### config.mk
export PLATFORM = sky130hd
export DESIGN_NAME = scancode_to_char_fifo_flat
export DESIGN_NICKNAME = d
export VERILOG_FILES = /design/src/hw/rtl/sc2c_pkg.sv /design/src/hw/rtl/sc2c_in_if.sv /design/src/hw/rtl/sc2c_out_if.sv /design/src/hw/rtl/sc2c_decode.sv /design/src/hw/rtl/scancode_to_char_fifo.sv /design/src/flat_wrapper.sv
export SDC_FILE = /design/constraint.sdc
export NUM_CORES = 2
export LEC_CHECK = 0
export ABC_AREA = 1
export ABC_CLOCK_PERIOD_IN_PS = 12040
export BUFFER_PORTS_ARGS = -buffer_cell sky130_fd_sc_hd__buf_4
export CORE_MARGIN = 2
export CORE_UTILIZATION = 45
export CTS_CLUSTER_SIZE = 40
export DETAILED_ROUTE_END_ITERATION = 7
export PLACE_DENSITY = 0.7
export RECOVER_POWER = 25
export SLEW_MARGIN = 10
export SYNTH_ARGS = -nofsm -noshare
export SYNTH_HDL_FRONTEND = slang
export SYNTH_SLANG_ARGS = --single-unit
### constraint.sdc
create_clock -name i_clk -period 12.04 [get_ports i_clk]
set_input_delay 1.204 -clock i_clk [delete_from_list [all_inputs] [get_ports i_clk]]
set_output_delay 1.204 -clock i_clk [all_outputs]
set_load 0.005 [all_outputs]
### src/hw/rtl/sc2c_pkg.sv
// Package for the scancode to character FIFO.
// Holds scancode constants, the AZERTY key table and the decode result type.
// No dependencies.
package sc2c_pkg;

    // Set-1 scancodes the block treats specially
    localparam logic [7:0] REL_BIT   = 8'h80;
    localparam logic [7:0] SC_LSHIFT = 8'h2A;
    localparam logic [7:0] SC_RSHIFT = 8'h36;
    localparam logic [7:0] SC_CAPS   = 8'h3A;
    localparam logic [7:0] SC_RETURN = 8'h1C;
    localparam logic [7:0] SC_SPACE  = 8'h39;
    localparam logic [7:0] SC_F1     = 8'h3B;
    localparam logic [7:0] SC_F2     = 8'h3C;

    // Characters pushed for return and space
    localparam logic [7:0] CH_NEWLINE = 8'h0A;
    localparam logic [7:0] CH_SPACE   = 8'h20;
    localparam logic [7:0] CH_NONE    = 8'h00;

    // Console switch request codes
    localparam logic [1:0] SW_NONE  = 2'd0;
    localparam logic [1:0] SW_STD   = 2'd1;
    localparam logic [1:0] SW_DEBUG = 2'd2;

    // Decoded effect of one scancode
    typedef struct packed {
        logic       set_shift;
        logic       clr_shift;
        logic       tog_caps;
        logic       push;
        logic [7:0] ch;
        logic [1:0] sw;
    } t_dec;

    // AZERTY table: returns {upper, lower}, zero for codes with no entry
    function automatic logic [15:0] key_map(input logic [7:0] code);
        logic [15:0] r;
        r = 16'h0000;
        unique case (code)
            8'h02: r = {8'h31, 8'h26};
            8'h03: r = {8'h32, 8'd130};
            8'h04: r = {8'h33, 8'h22};
            8'h05: r = {8'h34, 8'h27};
            8'h06: r = {8'h35, 8'h28};
            8'h07: r = {8'h36, 8'h2D};
            8'h08: r = {8'h37, 8'd138};
            8'h09: r = {8'h38, 8'h5F};
            8'h0A: r = {8'h39, 8'd135};
            8'h0B: r = {8'h30, 8'd133};
            8'h0C: r = {8'd167, 8'h29};
            8'h0D: r = {8'h2B, 8'h3D};
            8'h10: r = {8'h41, 8'h61};
            8'h11: r = {8'h5A, 8'h7A};
            8'h12: r = {8'h45, 8'h65};
            8'h13: r = {8'h52, 8'h72};
            8'h14: r = {8'h54, 8'h74};
            8'h15: r = {8'h59, 8'h79};
            8'h16: r = {8'h55, 8'h75};
            8'h17: r = {8'h49, 8'h69};
            8'h18: r = {8'h4F, 8'h6F};
            8'h19: r = {8'h50, 8'h70};
            8'h1B: r = {8'd156, 8'h24};
            8'h1E: r = {8'h51, 8'h71};
            8'h1F: r = {8'h53, 8'h73};
            8'h20: r = {8'h44, 8'h64};
            8'h21: r = {8'h46, 8'h66};
            8'h22: r = {8'h47, 8'h67};
            8'h23: r = {8'h48, 8'h68};
            8'h24: r = {8'h4A, 8'h6A};
            8'h25: r = {8'h4B, 8'h6B};
            8'h26: r = {8'h4C, 8'h6C};
            8'h27: r = {8'h4D, 8'h6D};
            8'h28: r = {8'h25, 8'd151};
            8'h2B: r = {8'd230, 8'h2A};
            8'h2C: r = {8'h57, 8'h77};
            8'h2D: r = {8'h58, 8'h78};
            8'h2E: r = {8'h43, 8'h63};
            8'h2F: r = {8'h56, 8'h76};
            8'h30: r = {8'h42, 8'h62};
            8'h31: r = {8'h4E, 8'h6E};
            8'h32: r = {8'h3F, 8'h2C};
            8'h33: r = {8'h2E, 8'h3B};
            8'h34: r = {8'h2F, 8'h3A};
            8'h35: r = {8'hA7, 8'h21};
            8'h56: r = {8'h3E, 8'h3C};
            default: r = 16'h0000;
        endcase
        return r;
    endfunction

endpackage

### src/hw/rtl/sc2c_in_if.sv
// Input channel interface: valid/ready handshake with action and scancode.
// Depends on nothing.
interface sc2c_in_if;
    logic       valid;
    logic       ready;
    logic       action;
    logic [7:0] scan_byte;

    modport source (output valid, output action, output scan_byte, input ready);
    modport sink   (input valid, input action, input scan_byte, output ready);
endinterface

### src/hw/rtl/sc2c_out_if.sv
// Result channel interface: valid/ready handshake with the result fields.
// Depends on nothing.
interface sc2c_out_if;
    logic       valid;
    logic       ready;
    logic [7:0] popped_char;
    logic       pop_empty;
    logic       push_dropped;
    logic [1:0] switch_request;

    modport source (output valid, output popped_char, output pop_empty,
                    output push_dropped, output switch_request, input ready);
    modport sink   (input valid, input popped_char, input pop_empty,
                    input push_dropped, input switch_request, output ready);
endinterface

### src/hw/rtl/sc2c_decode.sv
// Scancode decoder: turns one set-1 byte plus shift/caps state into an effect.
// Depends on sc2c_pkg.
module sc2c_decode (
    input  logic [7:0]    i_scan_byte,
    input  logic          i_shift,
    input  logic          i_caps,
    output sc2c_pkg::t_dec o_dec
);
    import sc2c_pkg::*;

    logic [15:0] map_word;

    assign map_word = key_map(i_scan_byte);

    // Special codes first, table lookup for the rest
    always_comb begin
        o_dec = '0;
        o_dec.ch = CH_NONE;
        o_dec.sw = SW_NONE;
        priority if (i_scan_byte == SC_LSHIFT || i_scan_byte == SC_RSHIFT) begin
            o_dec.set_shift = 1'b1;
        end else if (i_scan_byte == (SC_LSHIFT | REL_BIT) ||
                     i_scan_byte == (SC_RSHIFT | REL_BIT)) begin
            o_dec.clr_shift = 1'b1;
        end else if (i_scan_byte == SC_CAPS) begin
            o_dec.tog_caps = 1'b1;
        end else if (i_scan_byte == SC_RETURN) begin
            o_dec.push = 1'b1;
            o_dec.ch   = CH_NEWLINE;
        end else if (i_scan_byte == SC_SPACE) begin
            o_dec.push = 1'b1;
            o_dec.ch   = CH_SPACE;
        end else if (i_scan_byte == SC_F1) begin
            o_dec.sw = SW_STD;
        end else if (i_scan_byte == SC_F2) begin
            o_dec.sw = SW_DEBUG;
        end else begin
            // upper character when shift XOR caps
            o_dec.ch   = (i_shift ^ i_caps) ? map_word[15:8] : map_word[7:0];
            o_dec.push = (o_dec.ch != CH_NONE);
        end
    end

endmodule

### src/hw/rtl/scancode_to_char_fifo.sv
// Top level: set-1 scancode to AZERTY character FIFO with pop requests.
// Depends on sc2c_pkg, sc2c_in_if, sc2c_out_if and sc2c_decode.
//
//  channel  | dir | fields                                              
//  ---------+-----+----------------------------------------------------
//  i_in     | in  | action, scan_byte                                   
//  o_out    | out | popped_char, pop_empty, push_dropped, switch_request
//
// One word in, one result word out, one word per cycle sustained while the receiver takes each result.
// The result is valid in the cycle after the accept: decode, pointer update and store access happen at
// the accept edge; the store read data lands in the result register.
// i_rst_n (synchronous, active low) clears pointers, shift, caps and the
// result valid; the character store is not cleared.
// While a result waits, a new word is taken only as the result is taken.
module scancode_to_char_fifo #(
    parameter int FIFO_DEPTH = 256
) (
    input  logic          i_clk,
    input  logic          i_rst_n,
    sc2c_in_if.sink       i_in,
    sc2c_out_if.source    o_out
);
    import sc2c_pkg::*;

    localparam int PTR_W = (FIFO_DEPTH > 1) ? $clog2(FIFO_DEPTH) : 1;
    localparam logic [PTR_W-1:0] PTR_LAST = PTR_W'(FIFO_DEPTH - 1);

    // Character store
    logic [7:0] r_store [FIFO_DEPTH];

    // Control state
    logic [PTR_W-1:0] r_rd_ptr, n_rd_ptr;
    logic [PTR_W-1:0] r_wr_ptr, n_wr_ptr;
    logic             r_shift, n_shift;
    logic             r_caps, n_caps;
    logic             r_out_valid, n_out_valid;

    // Result payload
    logic [7:0] r_pop_char;
    logic       r_pop_ok, n_pop_ok;
    logic       r_pop_empty, n_pop_empty;
    logic       r_dropped, n_dropped;
    logic [1:0] r_sw, n_sw;

    logic             accept;
    logic             fifo_empty;
    logic             fifo_full;
    logic             do_push;
    logic             do_pop;
    logic [PTR_W-1:0] rd_inc;
    logic [PTR_W-1:0] wr_inc;
    t_dec             dec;

    sc2c_decode u_decode (
        .i_scan_byte (i_in.scan_byte),
        .i_shift     (r_shift),
        .i_caps      (r_caps),
        .o_dec       (dec)
    );

    // Handshake: the result register frees as it is taken
    assign i_in.ready = !r_out_valid || o_out.ready;
    assign accept     = i_in.valid && i_in.ready;

    // Ring pointers and fill tests
    assign rd_inc     = (r_rd_ptr == PTR_LAST) ? '0 : r_rd_ptr + PTR_W'(1);
    assign wr_inc     = (r_wr_ptr == PTR_LAST) ? '0 : r_wr_ptr + PTR_W'(1);
    assign fifo_empty = (r_rd_ptr == r_wr_ptr);
    assign fifo_full  = (wr_inc == r_rd_ptr);
    assign do_pop     = accept && i_in.action && !fifo_empty;
    assign do_push    = accept && !i_in.action && dec.push && !fifo_full;

    // Next state and result
    always_comb begin
        n_rd_ptr    = r_rd_ptr;
        n_wr_ptr    = r_wr_ptr;
        n_shift     = r_shift;
        n_caps      = r_caps;
        n_out_valid = r_out_valid && !o_out.ready;
        n_pop_ok    = r_pop_ok;
        n_pop_empty = r_pop_empty;
        n_dropped   = r_dropped;
        n_sw        = r_sw;
        if (accept) begin
            n_out_valid = 1'b1;
            n_pop_ok    = do_pop;
            n_pop_empty = i_in.action && fifo_empty;
            n_dropped   = !i_in.action && dec.push && fifo_full;
            n_sw        = i_in.action ? SW_NONE : dec.sw;
            if (do_pop) begin
                n_rd_ptr = rd_inc;
            end
            if (do_push) begin
                n_wr_ptr = wr_inc;
            end
            if (!i_in.action) begin
                if (dec.set_shift) begin
                    n_shift = 1'b1;
                end
                if (dec.clr_shift) begin
                    n_shift = 1'b0;
                end
                if (dec.tog_caps) begin
                    n_caps = !r_caps;
                end
            end
        end
    end

    // Control registers
    always_ff @(posedge i_clk) begin
        if (!i_rst_n) begin
            r_rd_ptr    <= '0;
            r_wr_ptr    <= '0;
            r_shift     <= 1'b0;
            r_caps      <= 1'b0;
            r_out_valid <= 1'b0;
        end else begin
            r_rd_ptr    <= n_rd_ptr;
            r_wr_ptr    <= n_wr_ptr;
            r_shift     <= n_shift;
            r_caps      <= n_caps;
            r_out_valid <= n_out_valid;
        end
    end

    // Payload registers
    always_ff @(posedge i_clk) begin
        r_pop_ok    <= n_pop_ok;
        r_pop_empty <= n_pop_empty;
        r_dropped   <= n_dropped;
        r_sw        <= n_sw;
    end

    // Store write port
    always_ff @(posedge i_clk) begin
        if (do_push) begin
            r_store[r_wr_ptr] <= dec.ch;
        end
    end

    // Store read port, registered
    always_ff @(posedge i_clk) begin
        if (do_pop) begin
            r_pop_char <= r_store[r_rd_ptr];
        end
    end

    // Result word
    assign o_out.valid          = r_out_valid;
    assign o_out.popped_char    = r_pop_ok ? r_pop_char : CH_NONE;
    assign o_out.pop_empty      = r_pop_empty;
    assign o_out.push_dropped   = r_dropped;
    assign o_out.switch_request = r_sw;

endmodule

### src/flat_wrapper.sv
// flat-port wrapper written by rule: the top's interface ports become plain ports
module scancode_to_char_fifo_flat import sc2c_pkg::*;
#(
    parameter int FIFO_DEPTH = 256
)
  (i_clk, i_rst_n, i_in_valid, i_in_action, i_in_scan_byte, i_in_ready, o_out_valid, o_out_popped_char, o_out_pop_empty, o_out_push_dropped, o_out_switch_request, o_out_ready);
  sc2c_in_if i_in_i ();
  sc2c_out_if o_out_i ();
  input  logic i_clk;
  input  logic i_rst_n;
  input wire logic [$bits(i_in_i.valid)-1:0] i_in_valid;
  input wire logic [$bits(i_in_i.action)-1:0] i_in_action;
  input wire logic [$bits(i_in_i.scan_byte)-1:0] i_in_scan_byte;
  output wire logic [$bits(i_in_i.ready)-1:0] i_in_ready;
  output wire logic [$bits(o_out_i.valid)-1:0] o_out_valid;
  output wire logic [$bits(o_out_i.popped_char)-1:0] o_out_popped_char;
  output wire logic [$bits(o_out_i.pop_empty)-1:0] o_out_pop_empty;
  output wire logic [$bits(o_out_i.push_dropped)-1:0] o_out_push_dropped;
  output wire logic [$bits(o_out_i.switch_request)-1:0] o_out_switch_request;
  input wire logic [$bits(o_out_i.ready)-1:0] o_out_ready;
  assign i_in_i.valid = i_in_valid;
  assign i_in_i.action = i_in_action;
  assign i_in_i.scan_byte = i_in_scan_byte;
  assign i_in_ready = i_in_i.ready;
  assign o_out_valid = o_out_i.valid;
  assign o_out_popped_char = o_out_i.popped_char;
  assign o_out_pop_empty = o_out_i.pop_empty;
  assign o_out_push_dropped = o_out_i.push_dropped;
  assign o_out_switch_request = o_out_i.switch_request;
  assign o_out_i.ready = o_out_ready;
  scancode_to_char_fifo #(.FIFO_DEPTH(FIFO_DEPTH)) u_core (.i_clk(i_clk), .i_rst_n(i_rst_n), .i_in(i_in_i), .o_out(o_out_i));
endmodule
==> results list <==
- Run status: complete, but fails checks
* Violations in the final reports: max-capacitance violations, max-slew violations
- Depth of the worst register-to-register path: 10
- Final setup margin: about 4.2 ns
- Setup repair after global routing missed its margin: no
* Category of the worst setup path launch point: input port
- In this run the static leakage power is 29.8 nW.
- Number of failing hold endpoints at the final stage: 0
- Arrival time at the worst endpoint: 7.89 ns
* # H-tree levels: 4
- For the final database, setup skew stands at ~0.030 ns.
- Data on the critical path is required at its endpoint by between 10 and 15 ns.
* Final nets: 6497
- By instance count, the leading cell after synthesis is sky130_fd_sc_hd__edfxtp_1.
- CTS placed an instance of sky130_fd_sc_hd__clkbuf_16 at the clock tree root.
- Endpoint class of the critical path: flip-flop
- The share of the Yosys chip area taken by registers is 73.7%.
* Post-cts repair resize count: 0
- CTS saw 2080 sinks.
* Number of standard cells after synthesis: 6655
- The clock passes through at most 3 buffers.
- Initial DRT Pass Iterations: 8
* Final period util: 65.0%
* Starting Density: 45.1%
- Dividing the detail-routed wire length by the instance count gives roughly 25 um.
* Total Neg Setup Slack: 0 ns
* Via count normalized by instance count: 6.12
- In the synthesized netlist the dominant register cell turns out to be sky130_fd_sc_hd__edfxtp_1.
- Wire length of the first global-routing pass: ~340000 um
- Of the cells placed in the final design, the portion with a size suffix greater than 1 is under 10%.
- After synthesis the cells add up to 0.0845 mm2.
- The detailed router finished its first iteration with around 8300 violations.
* Number of flip-flops and latches in the synthesized netlist: 2080
* Clk pin slew, worst setup/hold paths: roughly 0.06 ns
- Period minus WS final: 7.83 ns
- Largest vdd supply drop: 0.000156 V
* Total global-route track usage: approximately a quarter
- The floorplan has approximately 160 rows.
- Post-placement setup slack: roughly 6.2 ns
- Total DRC errors in the routed layout: 0
* Capturing element of the worst setup path: u_core.r_store[99][5]$_DFFE_PP_
- Max-cap violations in this run came to 14.
- Antenna violations before repair: 2
* Transition at the pin with the smallest max-transition slack: 4.11 ns
* Share of Yosys cell area claimed by the top area cell type: between 70% and 80%
* Die W: 437 um
- For this run, the top clock speed supported by timing is 128 MHz.
* Top area cells in the synthesized netlist: sky130_fd_sc_hd__edfxtp_1 73%, sky130_fd_sc_hd__o21ai_0 6.2%, sky130_fd_sc_hd__nor2_1 5.6%
* Vertical die dimension: 437 um
- The die covers about 0.19 mm2.
- Yosys mapped the design onto 49 distinct sky130hd cell types.
- Capturing point of the worst reg2reg path: u_core.r_pop_char[5]$_DFFE_PP_
* Slack of the worst reg-to-reg path: around 4.7 ns
- Worst skew pair latency: 0.84 ns
- Final routed wirelength across all metal layers: 231000 um
- Number of buffers added on ports: 26
- Post-synth ARST share: 0%
* R2r startpoint: u_core.r_rd_ptr[0]$_SDFFE_PN0P_
* Number of max-slew violations in the final report: 796
- In this run the power density over the cells is 167 mW/mm2.
- Along the worst path, the maximum fanout reaches 72.
- Number of buffers inserted during clock tree synthesis: 197
* Mean Syn Cell Area: 12.7 um2
* Number of enable-type register cells in the synthesized netlist: 2061
* Remaining global-route overflow: 0
- Synthesis-to-finish area growth: 9.54%
- Total core area: roughly 0.19 mm2
- Summed over all nets, the half-perimeter wirelength after detailed placement is 130000 um.
- TritonCTS clock tree: done
- Hold repair after CTS inserted 0 buffers.
- The number of global-route vias before repair came to 53300.
- Fill cells: 15600
- The Yosys step of the flow raised 0 warnings.
- The commonest cells after synthesis are 2061 x sky130_fd_sc_hd__edfxtp_1, 1252 x sky130_fd_sc_hd__nor2_1, 1040 x sky130_fd_sc_hd__o21ai_0.
- The number of setup buffers added after CTS is 0.
* Routability Congestion: 0.928
* Setup CP Type: input port to flip-flop
- Maximum number of pins on one net before global-route repair: 205
- The worst pin sits at a relative slew slack of -176%.
- Startpoint of the worst setup timing path: i_in_scan_byte[0]
* I/O pins: 27
- The worst hold path belongs to the class flip-flop to flip-flop.
- Setup violations remaining at the end of the flow were counted as 0.
* Number of nets produced by synthesis: 6686
* Via count: 55900
- Once detail routing completed, the nets flagged for antenna violations numbered 0.
- Largest area contributor in the netlist: sky130_fd_sc_hd__edfxtp_1
## critical path, stage by stage
cell	delay (ns)
sky130_fd_sc_hd__clkbuf_1	0.36
sky130_fd_sc_hd__inv_1	0.25
sky130_fd_sc_hd__ha_1	0.28
sky130_fd_sc_hd__nand2_1	0.15
sky130_fd_sc_hd__nor2_1	0.09
sky130_fd_sc_hd__a22oi_1	0.26
sky130_fd_sc_hd__o21ai_0	0.21
sky130_fd_sc_hd__nor2_1	0.20
sky130_fd_sc_hd__o21a_1	1.94
sky130_fd_sc_hd__clkbuf_1	2.84
## kinds of logic (layout without fill, tap and decap cells)
logic type | count (synthesis) | after routing | synth area share, %
DFF | 2080 | 2080 | 73.7
other | 0 | 2 | 0
AOI/OAI and AO/OA | 1717 | 1717 | 11.7
adders and majority gates | 18 | 18 | 0.267
buffers and inverters | 598 | 579 | 3.06
and+or+nand+nor | 2232 | 2232 | 11.2
xor gates and xnor gates | 10 | 10 | 0.104
## per-stage QoR
step                area [um2]  util [%]  hold WS, ns  power (W)  std cells
finish                   92600      49.4        0.515     0.0154       9133
floorplan                84500         -        0.475    0.00907       6655
global placement         86500      46.2        0.489    0.00955       8762
detailed placement       86500      46.2        0.513    0.00956       8762
global route             92500      49.4        0.542     0.0159       9131
CTS                      92700      49.5        0.524     0.0154       9131
## how the worst min path moves through the flow
stage,from,end,cells after the start
floorplan,u_core.r_shift$_SDFFE_PN0P_,u_core.r_shift$_SDFFE_PN0P_,2
finish,u_core.o_out.valid$_SDFF_PN0_,u_core.o_out.valid$_SDFF_PN0_,2
detailed placement,u_core.r_shift$_SDFFE_PN0P_,u_core.r_shift$_SDFFE_PN0P_,2
global placement,u_core.r_shift$_SDFFE_PN0P_,u_core.r_shift$_SDFFE_PN0P_,2
global route,u_core.r_shift$_SDFFE_PN0P_,u_core.r_shift$_SDFFE_PN0P_,2
CTS,u_core.r_shift$_SDFFE_PN0P_,u_core.r_shift$_SDFFE_PN0P_,2
## cells in the final DEF, fill, tap and decap left out, types with 4 or more instances in the layout
cell type	netlist	routed
sky130_fd_sc_hd__edfxtp_1	2061	2061
sky130_fd_sc_hd__nor2_1	1252	1249
sky130_fd_sc_hd__o21ai_0	1040	1041
sky130_fd_sc_hd__nand2_1	455	451
sky130_fd_sc_hd__nand3_1	329	321
sky130_fd_sc_hd__o22ai_1	310	310
sky130_fd_sc_hd__clkbuf_16	0	197
sky130_fd_sc_hd__o221ai_1	184	184
sky130_fd_sc_hd__nor3_1	106	105
sky130_fd_sc_hd__a21oi_1	98	97
sky130_fd_sc_hd__inv_1	82	78
sky130_fd_sc_hd__buf_4	20	76
sky130_fd_sc_hd__o211ai_1	73	73
sky130_fd_sc_hd__clkbuf_1	365	61
sky130_fd_sc_hd__clkinv_1	6	57
sky130_fd_sc_hd__clkinv_2	1	44
sky130_fd_sc_hd__nand4_1	30	30
sky130_fd_sc_hd__nor3_2	21	22
sky130_fd_sc_hd__ha_1	18	18
sky130_fd_sc_hd__dfxtp_1	19	15
sky130_fd_sc_hd__bufinv_16	0	13
sky130_fd_sc_hd__nand2_2	7	11
sky130_fd_sc_hd__nand4_4	11	11
sky130_fd_sc_hd__clkbuf_4	0	11
sky130_fd_sc_hd__nand3_2	2	10
sky130_fd_sc_hd__clkinv_8	0	10
sky130_fd_sc_hd__inv_2	9	8
sky130_fd_sc_hd__xor2_1	8	8
sky130_fd_sc_hd__buf_12	1	8
sky130_fd_sc_hd__nor2_2	5	6
sky130_fd_sc_hd__nor2_4	2	5
sky130_fd_sc_hd__clkinvlp_4	0	5
sky130_fd_sc_hd__o21ai_1	4	4
## power by group
| group | internal, W | switching, W |
|---|---|---|
| combinational | 0.000325 | 0.00110 |
| clock | 0.00330 | 0.00268 |
| sequential | 0.00800 | 0.0000290 |
| total | 0.0116 | 0.00380 |
## state kept, by name, summed over array words and instances, names as in the netlist
name and count:
u_core.r_wr_ptr 8, u_core.r_caps 1, u_core.r_pop_char 8, u_core.r_rd_ptr 8, u_core.o_out.push_dropped 1, u_core.r_store 2048
u_core.o_out.switch_request 2, u_core.r_shift 1, u_core.o_out.valid 1, u_core.r_pop_ok 1, u_core.o_out.pop_empty 1
## area by class of cell
type	instances	area, um2	share of cell area, %
Clock buffer	242	5100	5.51
Inverter	99	398	0.430
Tap cell	2495	3120	3.37
Multi-Input combinational cell	3977	19700	21.3
Timing Repair Buffer	111	873	0.944
Clock inverter	127	1060	1.15
Sequential cell	2080	62300	67.3
Antenna cell	2	5.00	0.00541
## routing by layer
metal | routed length (um) | global-route usage (%) | vias up
met3 | 27400 | 5.37 | 540
met2 | 104000 | 35.7 | 3552
met1 | 89100 | 32.7 | 27400
met4 | 10500 | 10.3 | 0
met5 | 0 | 0 | -
li1 | - | - | 24400
No activity file was read; power rests on OpenSTA's default activity.
